`config.mk`:
```
export PLATFORM = sky130hd
export DESIGN_NAME = knec_mem
export DESIGN_NICKNAME = d
export VERILOG_FILES = /design/src/rtl/core/kalman_nlms_echo_canceller_macros.svh /design/src/rtl/core/knec_pkg.sv /design/src/rtl/core/knec_mem.sv
export SDC_FILE = /design/constraint.sdc
export NUM_CORES = 1
export LEC_CHECK = 0
export BUFFER_PORTS_ARGS = -buffer_cell sky130_fd_sc_hd__buf_2
export CAP_MARGIN = 15
export CELL_PAD_IN_SITES_DETAIL_PLACEMENT = 1
export CELL_PAD_IN_SITES_GLOBAL_PLACEMENT = 2
export CORE_ASPECT_RATIO = 2
export CORE_MARGIN = 4
export CORE_UTILIZATION = 54
export DETAILED_ROUTE_END_ITERATION = 7
export PLACE_DENSITY_LB_ADDON = 0.12
export SYNTH_ARGS = -nofsm -noshare
export SYNTH_HDL_FRONTEND = slang
export SYNTH_SLANG_ARGS = --single-unit
```
`constraint.sdc`:
```
create_clock -name clock -period 19.7 [get_ports clock]
set_input_delay 3.94 -clock clock [delete_from_list [all_inputs] [get_ports clock]]
set_output_delay 3.94 -clock clock [all_outputs]
set_load 0.02 [all_outputs]
```
`src/rtl/core/kalman_nlms_echo_canceller_macros.svh`:
```
// Assertion macros for the echo canceller
`ifndef KALMAN_NLMS_ECHO_CANCELLER_MACROS_SVH
`define KALMAN_NLMS_ECHO_CANCELLER_MACROS_SVH
`ifndef SYNTHESIS
`define KNEC_ASSERT_IMPL(label, clk, rst, ante, cons) \
   label: assert property (@(posedge clk) disable iff (rst) (ante) |-> (cons)) \
      else $error("assertion failed");
`define KNEC_ASSERT_NEXT(label, clk, rst, ante, cons) \
   label: assert property (@(posedge clk) disable iff (rst) (ante) |=> (cons)) \
      else $error("assertion failed");
`else
`define KNEC_ASSERT_IMPL(label, clk, rst, ante, cons)
`define KNEC_ASSERT_NEXT(label, clk, rst, ante, cons)
`endif
`endif

```
`src/rtl/core/knec_pkg.sv`:
```
// Shared types, constants and helpers of the echo canceller
package knec_pkg;
   localparam int TAPS  = 16;
   localparam int IDX_W = $clog2(TAPS);

   localparam logic [31:0] VAR_INIT  = 32'd10737;
   localparam logic [31:0] EPS8      = 32'd11;
   localparam logic [31:0] ALPHA_Q30 = 32'd107374182;
   localparam logic [31:0] BETA_Q30  = 32'd966367642;
   localparam logic [31:0] ONE_Q30   = 32'd1073741824;
   localparam logic [63:0] DELTA_MAX = 64'h2000_0000_0000_0000;
   localparam logic [63:0] QUOT_MAX  = 64'h0000_0000_8000_0000;

   // saturate a signed 64-bit value to int32
   function automatic logic [31:0] sat_s32(input logic signed [63:0] v);
      logic [31:0] r;
      if (v > 64'sd2147483647) r = 32'h7FFF_FFFF;
      else if (v < -64'sd2147483648) r = 32'h8000_0000;
      else r = v[31:0];
      return r;
   endfunction

   // saturate an unsigned 64-bit value to 32 bits
   function automatic logic [31:0] sat_u32(input logic [63:0] v);
      logic [31:0] r;
      r = (v[63:32] != 32'd0) ? 32'hFFFF_FFFF : v[31:0];
      return r;
   endfunction

   // divider request and status
   typedef struct packed {
      logic        start;
      logic [63:0] num;
      logic [63:0] den;
      logic [5:0]  shift;
      logic [63:0] limit;
   } div_req_type;

   typedef struct packed {
      logic        done;
      logic [63:0] quot;
   } div_rsp_type;
endpackage

```
`src/rtl/core/knec_mem.sv`:
```
// Tap memory: delay line and coefficients, registered read data
module knec_mem (
   input  logic                       clock,
   input  logic                       reset,
   input  logic                       we,
   input  logic [knec_pkg::IDX_W-1:0] waddr,
   input  logic [63:0]                wdata,
   input  logic [knec_pkg::IDX_W-1:0] raddr,
   output logic [63:0]                rdata
);
   import knec_pkg::*;

   logic [63:0] mem [TAPS];
   logic [63:0] rd_ff;
   logic [TAPS-1:0] vld_ff;
   logic vsel_ff;

   // write entry {past, coef}; entries read as zero until written
   always_ff @(posedge clock) begin
      if (we) mem[waddr] <= wdata;
      rd_ff <= mem[raddr];
      if (reset) begin
         vld_ff <= '0; vsel_ff <= 1'b0;
      end else begin
         if (we) vld_ff[waddr] <= 1'b1;
         vsel_ff <= vld_ff[raddr];
      end
   end
   assign rdata = vsel_ff ? rd_ff : 64'd0;
endmodule

```
=== Word level (Yosys, flattened, before mapping) ===
Memory sizes are Yosys's and may differ from the RTL's. A register that Yosys moved wholly into a read port is not among the register bits.
Cells that the tools add are included.

* Magnitude comparators: 3
* Reductions and logical operators: 1
* Multiplexer cells: 7
* Bitwise logic cells: 1

{| class="wikitable"
|+ Operators by type and width
! operator !! number
|-
| 64-bit two-way mux || 1
|-
| 16-bit bitwise OR || 1
|-
| 4-bit by 5-bit < comparator with 1-bit output, second input constant || 2
|-
| 1-bit binary-select mux with 4-bit select || 1
|-
| 1-bit demux with 4-bit select || 1
|-
| 4-bit by 1-bit greater-or-equal comparator with 1-bit output, second input constant || 1
|-
| 1-bit two-way mux || 4
|-
| 1-bit logical AND || 1
|}

* Output and inout bits: 64
* Flip-flop bits (word level): 17
* Word-level logic and storage cells: 15
* Bits in writable memories: 1,024
* Bits of input ports: 75
* Memories kept: 1

{| class="wikitable"
|+ Memory list
! name !! depth !! bits a word !! rd ports !! clocked after Yosys merged registers in !! write ports !! RTL line !! source
|-
| mem || 16 || 64 || 1 || 1 || 1 || knec_mem.sv:13 || <nowiki>logic [63:0] mem [TAPS];</nowiki>
|}

=== Logic depth before layout (Yosys ltp) ===
* Depth in word-level cells: 5
* Depth in mapped cells: 7
* Mapped depth without buffers: 4

=== Worst setup path after synthesis ===
No wires, ideal clock.

* Kind: input to register
* Start point: in waddr[2] (netlist bit)
* End point: mem mem[0][0], enable pin
* Library setup time: 0.568 ns
* Path buffers: 0
* Required time: 19.132 ns
* Data arrival time: 8.853 ns
* Cell stages on the path: 2
* Slack: 10.280 ns
* Cells stage by stage: or3b_2 -> nor3_1

{| class="wikitable"
|+ RTL lines
! element !! RTL line !! source
|-
| start, declared || knec_mem.sv:6 || <nowiki>input logic [knec_pkg::IDX_W-1:0] waddr,</nowiki>
|-
| end, declared || knec_mem.sv:13 ||
|}

No word-level cell before the write port.

==> summary.txt <==
Outcome
  • Status: finished, final reports clean

Critical path
  • Slowest stage cell, crit path: buf_4
  • Worst Path Required: approximately 20 ns
  • CP peak stage delay: 0.93 ns
  • CP arrival: 7.21 ns
  • Worst-case reg-to-reg path depth: 3
  • Reg-to-reg critical path startpoint: mem[11][32]$_DFFE_PP_
  • Critical path peak fanout: 80
  • CP Launch Type: input pin
  • Crit. End Element: flip-flop
  • Crit-path cells: buf_8, buf_4, buf_4, mux4_2, a22o_1, a221o_1
  • End of the worst register-to-register path: rd_ff[32]$_DFF_P_
  • Critical path class: in -> reg
  • Most used cell, CP: buf_4
  • Worst path top cell family by delay: buffers and inverters
  • CP Buf/Inv Count: 3
  • Reg2reg setup slack: between 15 and 20 ns

Clock tree
  • Root Driver: clkbuf_16
  • Clk slew on worst S/H paths: ~0.07 ns
  • # Post-CTS Setup Buffers: 0
  • Clock Tree Buf Depth: 3
  • Hold buffer count at cts: 0
  • PostCTS Resize Cnt: 0
  • H-tree depth: 3
  • Worst-Skew Late Latency: 0.67 ns
  • Count of clock tree sinks: ~1100
  • CTS tree: yes
  • CTS buffer count: just over 90

Drt
  • Drt initial violations: roughly 1900
  • DRT antenna net count: 0
  • Final wirelength: roughly 96 mm
  • Vias/cell: 6.25
  • Via count: about 19000
  • 1st-pass router iterations: 5
  • Residual DRC count: 0
  • DR WL/cell: 32.0 um

Floorplan
  • Die H: about 400 um
  • Core area: 74800 sq um
  • Initial core utilization: a little over half
  • Die Wd: ~200 um
  • IO Pins: 139
  • Die area: about 80000 sq um
  • Site Rows: between 100 and 150

Global route
  • Grt ovf: 0
  • Vias in the first global route: slightly above 20000
  • Total GRT Usage: between 20 and 25%
  • First-pass GRT wire length: approximately 140 mm
  • Largest net degree at the start of global routing: ~80
  • Initial antenna violation count: 12

Place
  • Hpwl dp: between 40 and 50 mm
  • GPL Wtd Cong: between 0.7 and 0.8
  • Port bufs: 138

STA
  • Fin. Hold Viols: 0
  • Final TNS setup: 0 ns
  • Rel. slew slack: about 25%
  • Clock period minus worst slack: ~6.7 ns
  • Final Setup Violations: 0
  • Slew @ Worst Pin: 1.12 ns
  • Post-route clock period utilization: approximately 34%
  • Max frequency: around 150 MHz
  • RSZ-0062 raised after global routing: no
  • Max-slew violation count: 0
  • Clock Skew: approximately 0.024 ns
  • Final hold slack: 0.478 ns

Min path
  • Min-Delay Path Class: reg -> reg
  • Hold_sp: vld_ff[6]$_SDFFE_PP0P_
  • Hold path endpoint: vld_ff[6]$_SDFFE_PP0P_
  • WHS Path Cells: 2

Layout
  • Commonest non-fill, non-tap cells in the layout: edfxtp_1, mux4_2, buf_2
  • Area Overhead vs Synth: 12.5%
  • Commonest non-fill, non-tap cell in the layout: edfxtp_1
  • Fin nets: ~2000
  • Fin util: 61.1%
  • Share of post-route cells with drive strength above 1: 30.8%

Synthesis
  • Share of the yosys chip area belonging to registers: 79.7%
  • Avg Cell Area, Syn: ~24 sq um
  • Synthesis Warnings: 0
  • Cell variety after synth: 28
  • Syn nets: ~1800
  • Synthesized flop and latch total: roughly 1100
  • Post-synthesis cell count: between 1500 and 2000
  • Cell Area, Synth: 40600 sq um

Power
  • PD cells: about 100 nW/um^2
  • Max VDD drop: 0.0000860 V
  • Lkg Pwr: around 15 nW

Flow run
  • Max-cap violation count: 0
==> kinds of logic (layout without fill, tap and decap cells) <==
logic type | Yosys count | in the layout | synth area share (%)
buf+inv | 95 | 354 | 1.20
compound gates | 132 | 132 | 3.03
flops | 1105 | 1105 | 79.7
mux | 262 | 262 | 14.4
other cells | 0 | 3 | 0
simple gates | 126 | 126 | 1.64
==> worst min-delay path, stage by stage, from the launching register on <==
cell and delay, ns:
dfxtp_1 0.33, nor2_1 0.05, nor2_1 0.07
==> per-layer routing <==
metal	GRT usage [%]	part of all wire, %
met1	32.6	39
met5	0	0.091
met2	42.6	53
met4	4.96	1.6
met3	4.28	5.5
==> synthesized netlist by cell type <==
| master | instances | share of area, % |
|---|---|---|
| inv_1 | 1 | 0.0092 |
| buf_6 | 8 | 0.22 |
| and2_1 | 65 | 1.0 |
| nand2_1 | 2 | 0.018 |
| buf_12 | 1 | 0.049 |
| nor3_1 | 4 | 0.049 |
| o22ai_1 | 1 | 0.015 |
| nand3b_1 | 2 | 0.037 |
| dfxtp_1 | 81 | 4.0 |
| or3b_2 | 1 | 0.022 |
| buf_4 | 8 | 0.15 |
| a21oi_1 | 1 | 0.012 |
| mux4_1 | 4 | 0.26 |
| a221o_1 | 64 | 1.6 |
| nand3_1 | 3 | 0.037 |
| buf_2 | 20 | 0.25 |
| a311o_1 | 1 | 0.025 |
| o2111ai_1 | 1 | 0.022 |
| clkbuf_1 | 46 | 0.43 |
| mux4_2 | 254 | 14 |
| a22o_1 | 64 | 1.4 |
| mux2_1 | 1 | 0.028 |
| nor2_1 | 46 | 0.43 |
| nor2b_1 | 1 | 0.015 |
| edfxtp_1 | 1024 | 76 |
| mux2i_1 | 3 | 0.074 |
| nand2b_1 | 2 | 0.031 |
| buf_1 | 11 | 0.10 |
==> metrics by stage <==
stage | std cells | power (mW) | area, sq um | setup slack, ns
2_1_floorplan | 1720 | 2.83 | 40600 | 10.28
3_3_place_gp | 2813 | 2.91 | 42600 | 12.38
3_5_place_dp | 2813 | 2.92 | 42600 | 12.33
4_1_cts | 2987 | 4.78 | 45700 | 13.04
5_1_grt | 2987 | 4.90 | 45700 | 12.92
6_report | 2990 | 4.74 | 45700 | 13.04
==> worst max path at each step <==
stage / startpoint / to / slack (ns) / depth (start not counted)
final: raddr[1] / rd_ff[6]$_DFF_P_ / 13.04 / 6
after global routing: raddr[1] / rd_ff[3]$_DFF_P_ / 12.92 / 6
after CTS: raddr[1] / rd_ff[6]$_DFF_P_ / 13.04 / 6
after detailed placement: raddr[1] / rd_ff[6]$_DFF_P_ / 12.33 / 6
after global placement: raddr[1] / rd_ff[55]$_DFF_P_ / 12.38 / 6
after floorplan: waddr[2] / mem[0][0]$_DFFE_PP_ / 10.28 / 2
==> flip-flops by register name (all words and copies together) (netlist names) <==
signal / flops
mem: 1024
rd_ff: 64
vld_ff: 16
vsel_ff: 1
==> power by group <==
group / internal (mW) / switching [mW] / total, mW
clock network: 1.04 / 0.837 / 1.87
logic: 0.0926 / 0.135 / 0.227
registers: 2.62 / 0.0170 / 2.64
total: 3.75 / 0.988 / 4.74
==> layout make-up <==
type,count,area [sq um]
inverters,1,3.75
clock inverters,60,604
diodes,3,7.51
fillers,6030,29100
clock buffers,114,2520
well taps,1008,1260
repair buffers,179,1020
multi-input cells,520,7900
flip-flops and latches,1105,32400
Note: power is estimated with default switching activity, not from simulation.
