### src/rtl/core/kalman_nlms_echo_canceller_macros.svh
// Assertion macros for the echo canceller
`ifndef KALMAN_NLMS_ECHO_CANCELLER_MACROS_SVH
`define KALMAN_NLMS_ECHO_CANCELLER_MACROS_SVH
`ifndef SYNTHESIS
`define KNEC_ASSERT_IMPL(label, clk, rst, ante, cons) \
   label: assert property (@(posedge clk) disable iff (rst) (ante) |-> (cons)) \
      else $error("assertion failed");
`define KNEC_ASSERT_NEXT(label, clk, rst, ante, cons) \
   label: assert property (@(posedge clk) disable iff (rst) (ante) |=> (cons)) \
      else $error("assertion failed");
`else
`define KNEC_ASSERT_IMPL(label, clk, rst, ante, cons)
`define KNEC_ASSERT_NEXT(label, clk, rst, ante, cons)
`endif
`endif

### src/rtl/core/knec_pkg.sv
// Shared types, constants and helpers of the echo canceller
package knec_pkg;
   localparam int TAPS  = 16;
   localparam int IDX_W = $clog2(TAPS);

   localparam logic [31:0] VAR_INIT  = 32'd10737;
   localparam logic [31:0] EPS8      = 32'd11;
   localparam logic [31:0] ALPHA_Q30 = 32'd107374182;
   localparam logic [31:0] BETA_Q30  = 32'd966367642;
   localparam logic [31:0] ONE_Q30   = 32'd1073741824;
   localparam logic [63:0] DELTA_MAX = 64'h2000_0000_0000_0000;
   localparam logic [63:0] QUOT_MAX  = 64'h0000_0000_8000_0000;

   // saturate a signed 64-bit value to int32
   function automatic logic [31:0] sat_s32(input logic signed [63:0] v);
      logic [31:0] r;
      if (v > 64'sd2147483647) r = 32'h7FFF_FFFF;
      else if (v < -64'sd2147483648) r = 32'h8000_0000;
      else r = v[31:0];
      return r;
   endfunction

   // saturate an unsigned 64-bit value to 32 bits
   function automatic logic [31:0] sat_u32(input logic [63:0] v);
      logic [31:0] r;
      r = (v[63:32] != 32'd0) ? 32'hFFFF_FFFF : v[31:0];
      return r;
   endfunction

   // divider request and status
   typedef struct packed {
      logic        start;
      logic [63:0] num;
      logic [63:0] den;
      logic [5:0]  shift;
      logic [63:0] limit;
   } div_req_type;

   typedef struct packed {
      logic        done;
      logic [63:0] quot;
   } div_rsp_type;
endpackage

### src/rtl/core/knec_div.sv
// Restoring divider: floor(num * 2^shift / den), saturating at limit
module knec_div (
   input  logic                 clock,
   input  logic                 reset,
   input  knec_pkg::div_req_type req,
   output knec_pkg::div_rsp_type rsp
);
   import knec_pkg::*;

   logic [63:0]  den_ff, den_in, lim_ff, lim_in;
   logic [127:0] rem_ff, rem_in;
   logic [63:0]  q_ff, q_in;
   logic [6:0]   cnt_ff, cnt_in;
   logic [5:0]   shf_ff, shf_in;
   logic         busy_ff, busy_in, done_ff, done_in, sat_ff, sat_in;
   logic [127:0] trial;
   logic [63:0]  qn;
   logic [64:0]  qs;

   // one quotient bit per cycle: 64 integer bits, then shift fraction bits
   always_comb begin
      den_in = den_ff; lim_in = lim_ff; rem_in = rem_ff; q_in = q_ff;
      cnt_in = cnt_ff; shf_in = shf_ff; busy_in = busy_ff; done_in = 1'b0;
      sat_in = sat_ff;
      trial = {rem_ff[126:0], 1'b0};
      qn = q_ff; qs = 65'd0;
      if (req.start) begin
         den_in = (req.den == 64'd0) ? 64'd1 : req.den;
         lim_in = req.limit; rem_in = {64'd0, req.num}; q_in = 64'd0;
         cnt_in = 7'd0; shf_in = req.shift; busy_in = 1'b1; sat_in = 1'b0;
      end else if (busy_ff) begin
         if (cnt_ff < 7'd64) begin
            // integer phase: shift numerator bits in from low half
            trial = {rem_ff[126:64], rem_ff[63], rem_ff[62:0], 1'b0};
            qn = {q_ff[62:0], 1'b0};
            if (trial[127:64] >= den_ff) begin
               trial[127:64] = trial[127:64] - den_ff; qn[0] = 1'b1;
            end
            rem_in = trial; q_in = qn;
            if (cnt_ff == 7'd63 && qn > lim_ff) sat_in = 1'b1;
         end else begin
            // fraction phase
            qs = {q_ff, 1'b0};
            if (q_ff > {1'b0, lim_ff[63:1]}) sat_in = 1'b1;
            trial = {rem_ff[126:64], 1'b0, 64'd0};
            if (trial[127:64] >= den_ff) begin
               trial[127:64] = trial[127:64] - den_ff; qs[0] = 1'b1;
            end
            rem_in = trial; q_in = qs[63:0];
         end
         cnt_in = cnt_ff + 7'd1;
         if (cnt_ff == 7'd63 + {1'b0, shf_ff}) begin
            busy_in = 1'b0; done_in = 1'b1;
         end
      end
   end

   always_ff @(posedge clock) begin
      den_ff <= den_in; lim_ff <= lim_in; rem_ff <= rem_in; q_ff <= q_in;
      cnt_ff <= cnt_in; shf_ff <= shf_in;
      if (reset) begin
         busy_ff <= 1'b0; done_ff <= 1'b0; sat_ff <= 1'b0;
      end else begin
         busy_ff <= busy_in; done_ff <= done_in; sat_ff <= sat_in;
      end
   end

   assign rsp.done = done_ff;
   assign rsp.quot = (sat_ff || q_ff > lim_ff) ? lim_ff : q_ff;
endmodule

### config.mk
export PLATFORM = sky130hd
export DESIGN_NAME = knec_div
export DESIGN_NICKNAME = d
export VERILOG_FILES = /design/src/rtl/core/kalman_nlms_echo_canceller_macros.svh /design/src/rtl/core/knec_pkg.sv /design/src/rtl/core/knec_div.sv
export SDC_FILE = /design/constraint.sdc
export NUM_CORES = 1
export LEC_CHECK = 0
export BUFFER_PORTS_ARGS = -buffer_cell sky130_fd_sc_hd__clkbuf_2
export CAP_MARGIN = 20
export CORE_MARGIN = 8
export CORE_UTILIZATION = 40
export CTS_CLUSTER_SIZE = 10
export DETAILED_ROUTE_END_ITERATION = 12
export SYNTH_ARGS = -nofsm -noshare
export SYNTH_HDL_FRONTEND = slang
export SYNTH_SLANG_ARGS = --single-unit
### constraint.sdc
create_clock -name clock -period 5.95 [get_ports clock]
set_input_delay 0.595 -clock clock [delete_from_list [all_inputs] [get_ports clock]]
set_output_delay 0.595 -clock clock [all_outputs]
set_load 0.05 [all_outputs]
* Yosys cells after proc, flatten, opt, wreduce, memory -nomap -nowiden
Cells that the tools add are included.
** Word-level totals
- Bits of input ports :: 201
- Logic and storage cells :: 51
- Register bits after elaboration :: 335
- Output and inout bits :: 65
** Operators by class
- Magnitude comparators :: 6
- Eq/ne operators :: 3
- Bitwise operators :: 1
- Multiplexer cells :: 19
- Reductions and logical operators :: 8
- Add/subtract/negate cells :: 4
** Operators by type and width (number)
- two-way mux 64 bit :: 3
- greater-or-equal comparator 64 bit :: 2
- greater-than comparator 64 bit :: 2
- two-way mux 127 bit :: 1
- two-way mux 63 bit :: 2
- subtractor 63 bit :: 2
- greater-than comparator 64 x 63 -> 1 bit :: 1
- zero test 64 bit :: 1
- two-way mux 1 bit :: 13
- adder 6 x 6 -> 7 bit, first input constant :: 1
- adder 7 x 1 -> 7 bit, second input constant :: 1
- == test 7 x 6 -> 1 bit, second input constant :: 1
- == test 7 bit :: 1
- < comparator 7 bit, second input constant :: 1
- nonzero test 2 bit :: 2
- AND reduction 3 bit :: 1
- OR reduction 3 bit :: 1
- != test 2 x 1 -> 1 bit, second input constant :: 1
- OR reduction 2 bit :: 1
- logical AND 1 bit :: 1
- logical OR 1 bit :: 1
- inverter 1 bit :: 1

* Depth between registers and ports, before layout
- Word-level depth :: 9
- Depth in mapped cells :: 22
- Mapped depth without buffers :: 20

* Worst setup path after synthesis
OpenSTA, ideal clock, no wires.
- Path kind :: register to register
- From :: register den_ff[15]
- To :: register sat_ff
- Path slack :: 2.104 ns
- Clock period less this slack :: 3.846 ns
- Arrival :: 3.716 ns
- Required time :: 5.821 ns
- Stages on the path, launching flop included :: 23
- Path through :: edfxtp_1 > inv_1 > ha_1 > buf_2 > a21oi_1 > o21ai_0 > a21oi_2 > a21oi_1 > o31ai_2 > nand2_4 > clkinv_2 > buf_6 > buf_4 > ha_1 > nor2b_1 > o21a_1 > o21ai_0 > a21oi_1 > o311ai_0 > a31o_2 > a21oi_1 > o21ai_0 > o211ai_1
** Between the ends
- Cells in the longest elaborated chain, start to end :: 9
** RTL lines
- start: declaration :: RTL line knec_div.sv:10 : logic [63:0] den_ff, den_in, lim_ff, lim_in;
- start signal: assignment :: RTL line knec_div.sv:59 : den_ff <= den_in; lim_ff <= lim_in; rem_ff <= rem_in; q_ff <= q_in;
- greater-or-equal comparator 64 bit :: RTL line knec_div.sv:36 : if (trial[127:64] >= den_ff) begin
- two-way mux 1 bit :: RTL line knec_div.sv:36
- two-way mux 1 bit :: RTL line knec_div.sv:32 : if (cnt_ff < 7'd64) begin
- two-way mux 1 bit :: RTL line knec_div.sv:31 : end else if (busy_ff) begin
- two-way mux 1 bit :: RTL line knec_div.sv:27 : if (req.start) begin
- greater-than comparator 64 bit :: RTL line knec_div.sv:40 : if (cnt_ff == 7'd63 && qn > lim_ff) sat_in = 1'b1;
- logical AND 1 bit :: RTL line knec_div.sv:40
- != test 2 x 1 -> 1 bit (no source line)
- AND reduction 3 bit (no source line)
- end signal: assignment :: RTL line knec_div.sv:64 : busy_ff <= busy_in; done_ff <= done_in; sat_ff <= sat_in;
- end: declaration :: RTL line knec_div.sv:15 : logic busy_ff, busy_in, done_ff, done_in, sat_ff, sat_in;
No other way between the ends. The select of a mux whose other input is x is not followed.
A chain may end at the register's enable or synchronous reset.

==> impl_metrics.ini <==
[clocking]
cts_made_buffers = 42
post_cts_buffers = 0
root_buffer = clkbuf_16
cts_resized = 0
cts_hold_buf = 0
clk_latency_ns = 0.59
cts_num_sinks = 335
clock_path_buffers = 3
htree_levels = 2
cts_tree = done
clk_pin_slew_ns = 0.06

[critical_path]
end_kind = output port
crit_path_start_kind = register
crit_buf_inv = 3
max_stage_delay_ns = 0.49
crit_chain = inv_1 -> ha_1 -> nor2b_1 -> o21a_1 -> o21a_1 -> o21ai_0 -> a21oi_1 -> a2111oi_0 -> o211ai_1 -> a21oi_4 -> buf_4 -> mux2i_1 -> clkbuf_2
crit_top_cell = o21a_1
critPathTopFamily = compound AO/OA/AOI/OAI gates
setup.worst_path.class = reg2out
path_max_fanout = 38
critPathRequiredTime_ns = 5.36
cp_slowest_cell = buf_4
critPathArrivalTime_ns = 4.27

[global_routing]
overflow = 0
grt_pass1_wl_microns = 135000
antenna_found_initial = 7
grt_max_degree = 166
grt_pass1_vias = 21550
grt_usage_pct = 26.04

[timing]
finalSetupViolCount = 0
period_needed_ns = 4.863
report.final.slew_viol_count = 0
relSlewSlack_pct = 18.28
worstMarginPinSlew_ns = 1.213
rsz0062_at_grt = false
setup_tns_ns = 0
hold_viol = 0
fmax_ghz = 0.2056
fin_skew_ns = 0.03088
period_share_pct = 81.73

[worst_hold_path]
hold_path_class = in2reg

[detailed_routing]
route.vias.total = 21440
routedWlPerCell_microns = 25.61
drt-vias-per-instance = 5.975
drcViolationCount = 0
drt_iter0_markers = 1764
routed_wirelength_microns = 91880
first_pass_iters = 5
ant_nets = 0

[place]
gp_congestion = 0.9929
port_buffers = 265
place_hpwl_microns = 71730
dpl.cell_count = 3505

[flow_run]
maxCapViolCount = 0

[final_layout]
fin_nets = 3177
drive_above_1_share_pct = 16.61
mostFrequentLayoutCell = clkbuf_2
layout_common_cells = clkbuf_2, nor2_1, a21oi_1
area_delta_synth_final_pct = 12.11
fin_cells = 3588

[synthesis]
syn-cell-area_sq_mm = 0.02399
syn-instance-count = 2654
avgSynthCellArea_sq_um = 9.040
synth_warnings = 0
synth_top_cell_by_area = edfxtp_1
ys_seq_area_share_pct = 36.21
synth_seq_cells = 335
async_flop_share_pct = 0
ys_types = 86
synth_edf_count = 198
synth_nets = 3053
synth_top_area_share_pct = 24.78
ys.flop_type = edfxtp_1
synthTopCellsByArea = edfxtp_1, dfxtp_1, ha_1

[die]
initial_core_util_pct = 40.57
die_width_microns = 260.9
rows = 89
io_pins = 266
dieArea_sq_mm = 0.06807
core_sq_mm = 0.05913
die_h_microns = 260.9

[pwr]
power.density_mw_per_mm2 = 235.3
ir_drop_uv = 232.3
leakage_uw = 0.01159

[status]
status = finished, final reports clean
cells by family (layout without fill, tap and decap cells):
logic type	count (synthesis)	in the layout	share of synthesized area, %
AO/OA/AOI/OAI	778	778	22.29
AND/OR/NAND/NOR	710	710	13.96
buffers and inverters	371	529	6.540
flip-flops	335	335	36.21
adder cells (fa/ha/maj)	198	198	10.39
multiplexers	136	136	6.013
XOR/XNOR	126	126	4.600
other	0	3	0
registers in the layout, summed over array words and instances, names as in the netlist:
register,flops
busy_ff,1
cnt_ff,7
den_ff,64
done_ff,1
lim_ff,64
q_ff,64
rem_ff,127
sat_ff,1
shf_ff,6
per-layer routing:
layer	up-vias	part of all wire [%]	track usage [%]	wire length (microns)
li1	10060	-	-	-
met1	10510	43	33.23	39610
met2	697	47	43.73	43440
met3	157	5.7	4.607	5193
met4	8	3.9	9.824	3575
met5	-	0.063	0	58
stage by stage:
step	util, %	hold WS [ns]	cell area (sq um)	worst slack, ns	power [uW]
2_1_floorplan	-	0.4506	23990	2.104	3467
3_3_place_gp	43.24	0.4813	25570	1.281	3870
4_1_cts	45.46	0.1368	26880	1.034	6373
6_report	45.49	0.1759	26900	1.087	6328
3_5_place_dp	43.24	0.4936	25570	1.309	3878
5_1_grt	45.48	0.1453	26890	0.8609	6582
layout make-up:
| class | instances | area [sq um] |
|---|---|---|
| diodes | 3 | 7.507 |
| clock buffers | 67 | 1165 |
| well taps | 773 | 967.2 |
| repair buffers | 291 | 1539 |
| inverters | 160 | 601.8 |
| clock inverters | 11 | 146.4 |
| flip-flops and latches | 335 | 8693 |
| fillers | 5749 | 32230 |
| multi-input cells | 1948 | 13780 |
synthesized netlist by cell type (all sizes together) (36+ instances only):
master / n
nor2: 237
a21oi: 209
edfxtp: 198
ha: 196
nand2: 196
inv: 159
o21ai: 145
clkbuf: 138
dfxtp: 137
a21o: 92
nand4: 81
buf: 73
mux2i: 71
a22o: 65
mux2: 65
xnor2: 64
xor2: 62
o211ai: 56
nand3: 44
nor4: 36
power breakdown:
part / switching [uW] / total [uW] / leakage (uW) / internal [uW]
logic: 764 / 1150 / 0.00788 / 389
registers: 80.9 / 2700 / 0.00308 / 2620
clock network: 1070 / 2480 / 0.000627 / 1400
path summary, 6_finish.rpt:
check / end / slack (ns) / start / cells past startpoint
max reg2reg: sat_ff$_SDFFE_PP0P_ / 1.16 / rem_ff[98]$_SDFFE_PP0P_ / 18
max: rsp[63] / 1.09 / lim_ff[1]$_DFFE_PP_ / 13
min reg2reg: rem_ff[89]$_SDFFE_PP0P_ / 0.50 / rem_ff[89]$_SDFFE_PP0P_ / 2
min: lim_ff[63]$_DFFE_PP_ / 0.18 / req[63] / 1
Note: power is estimated with default switching activity, not from simulation.
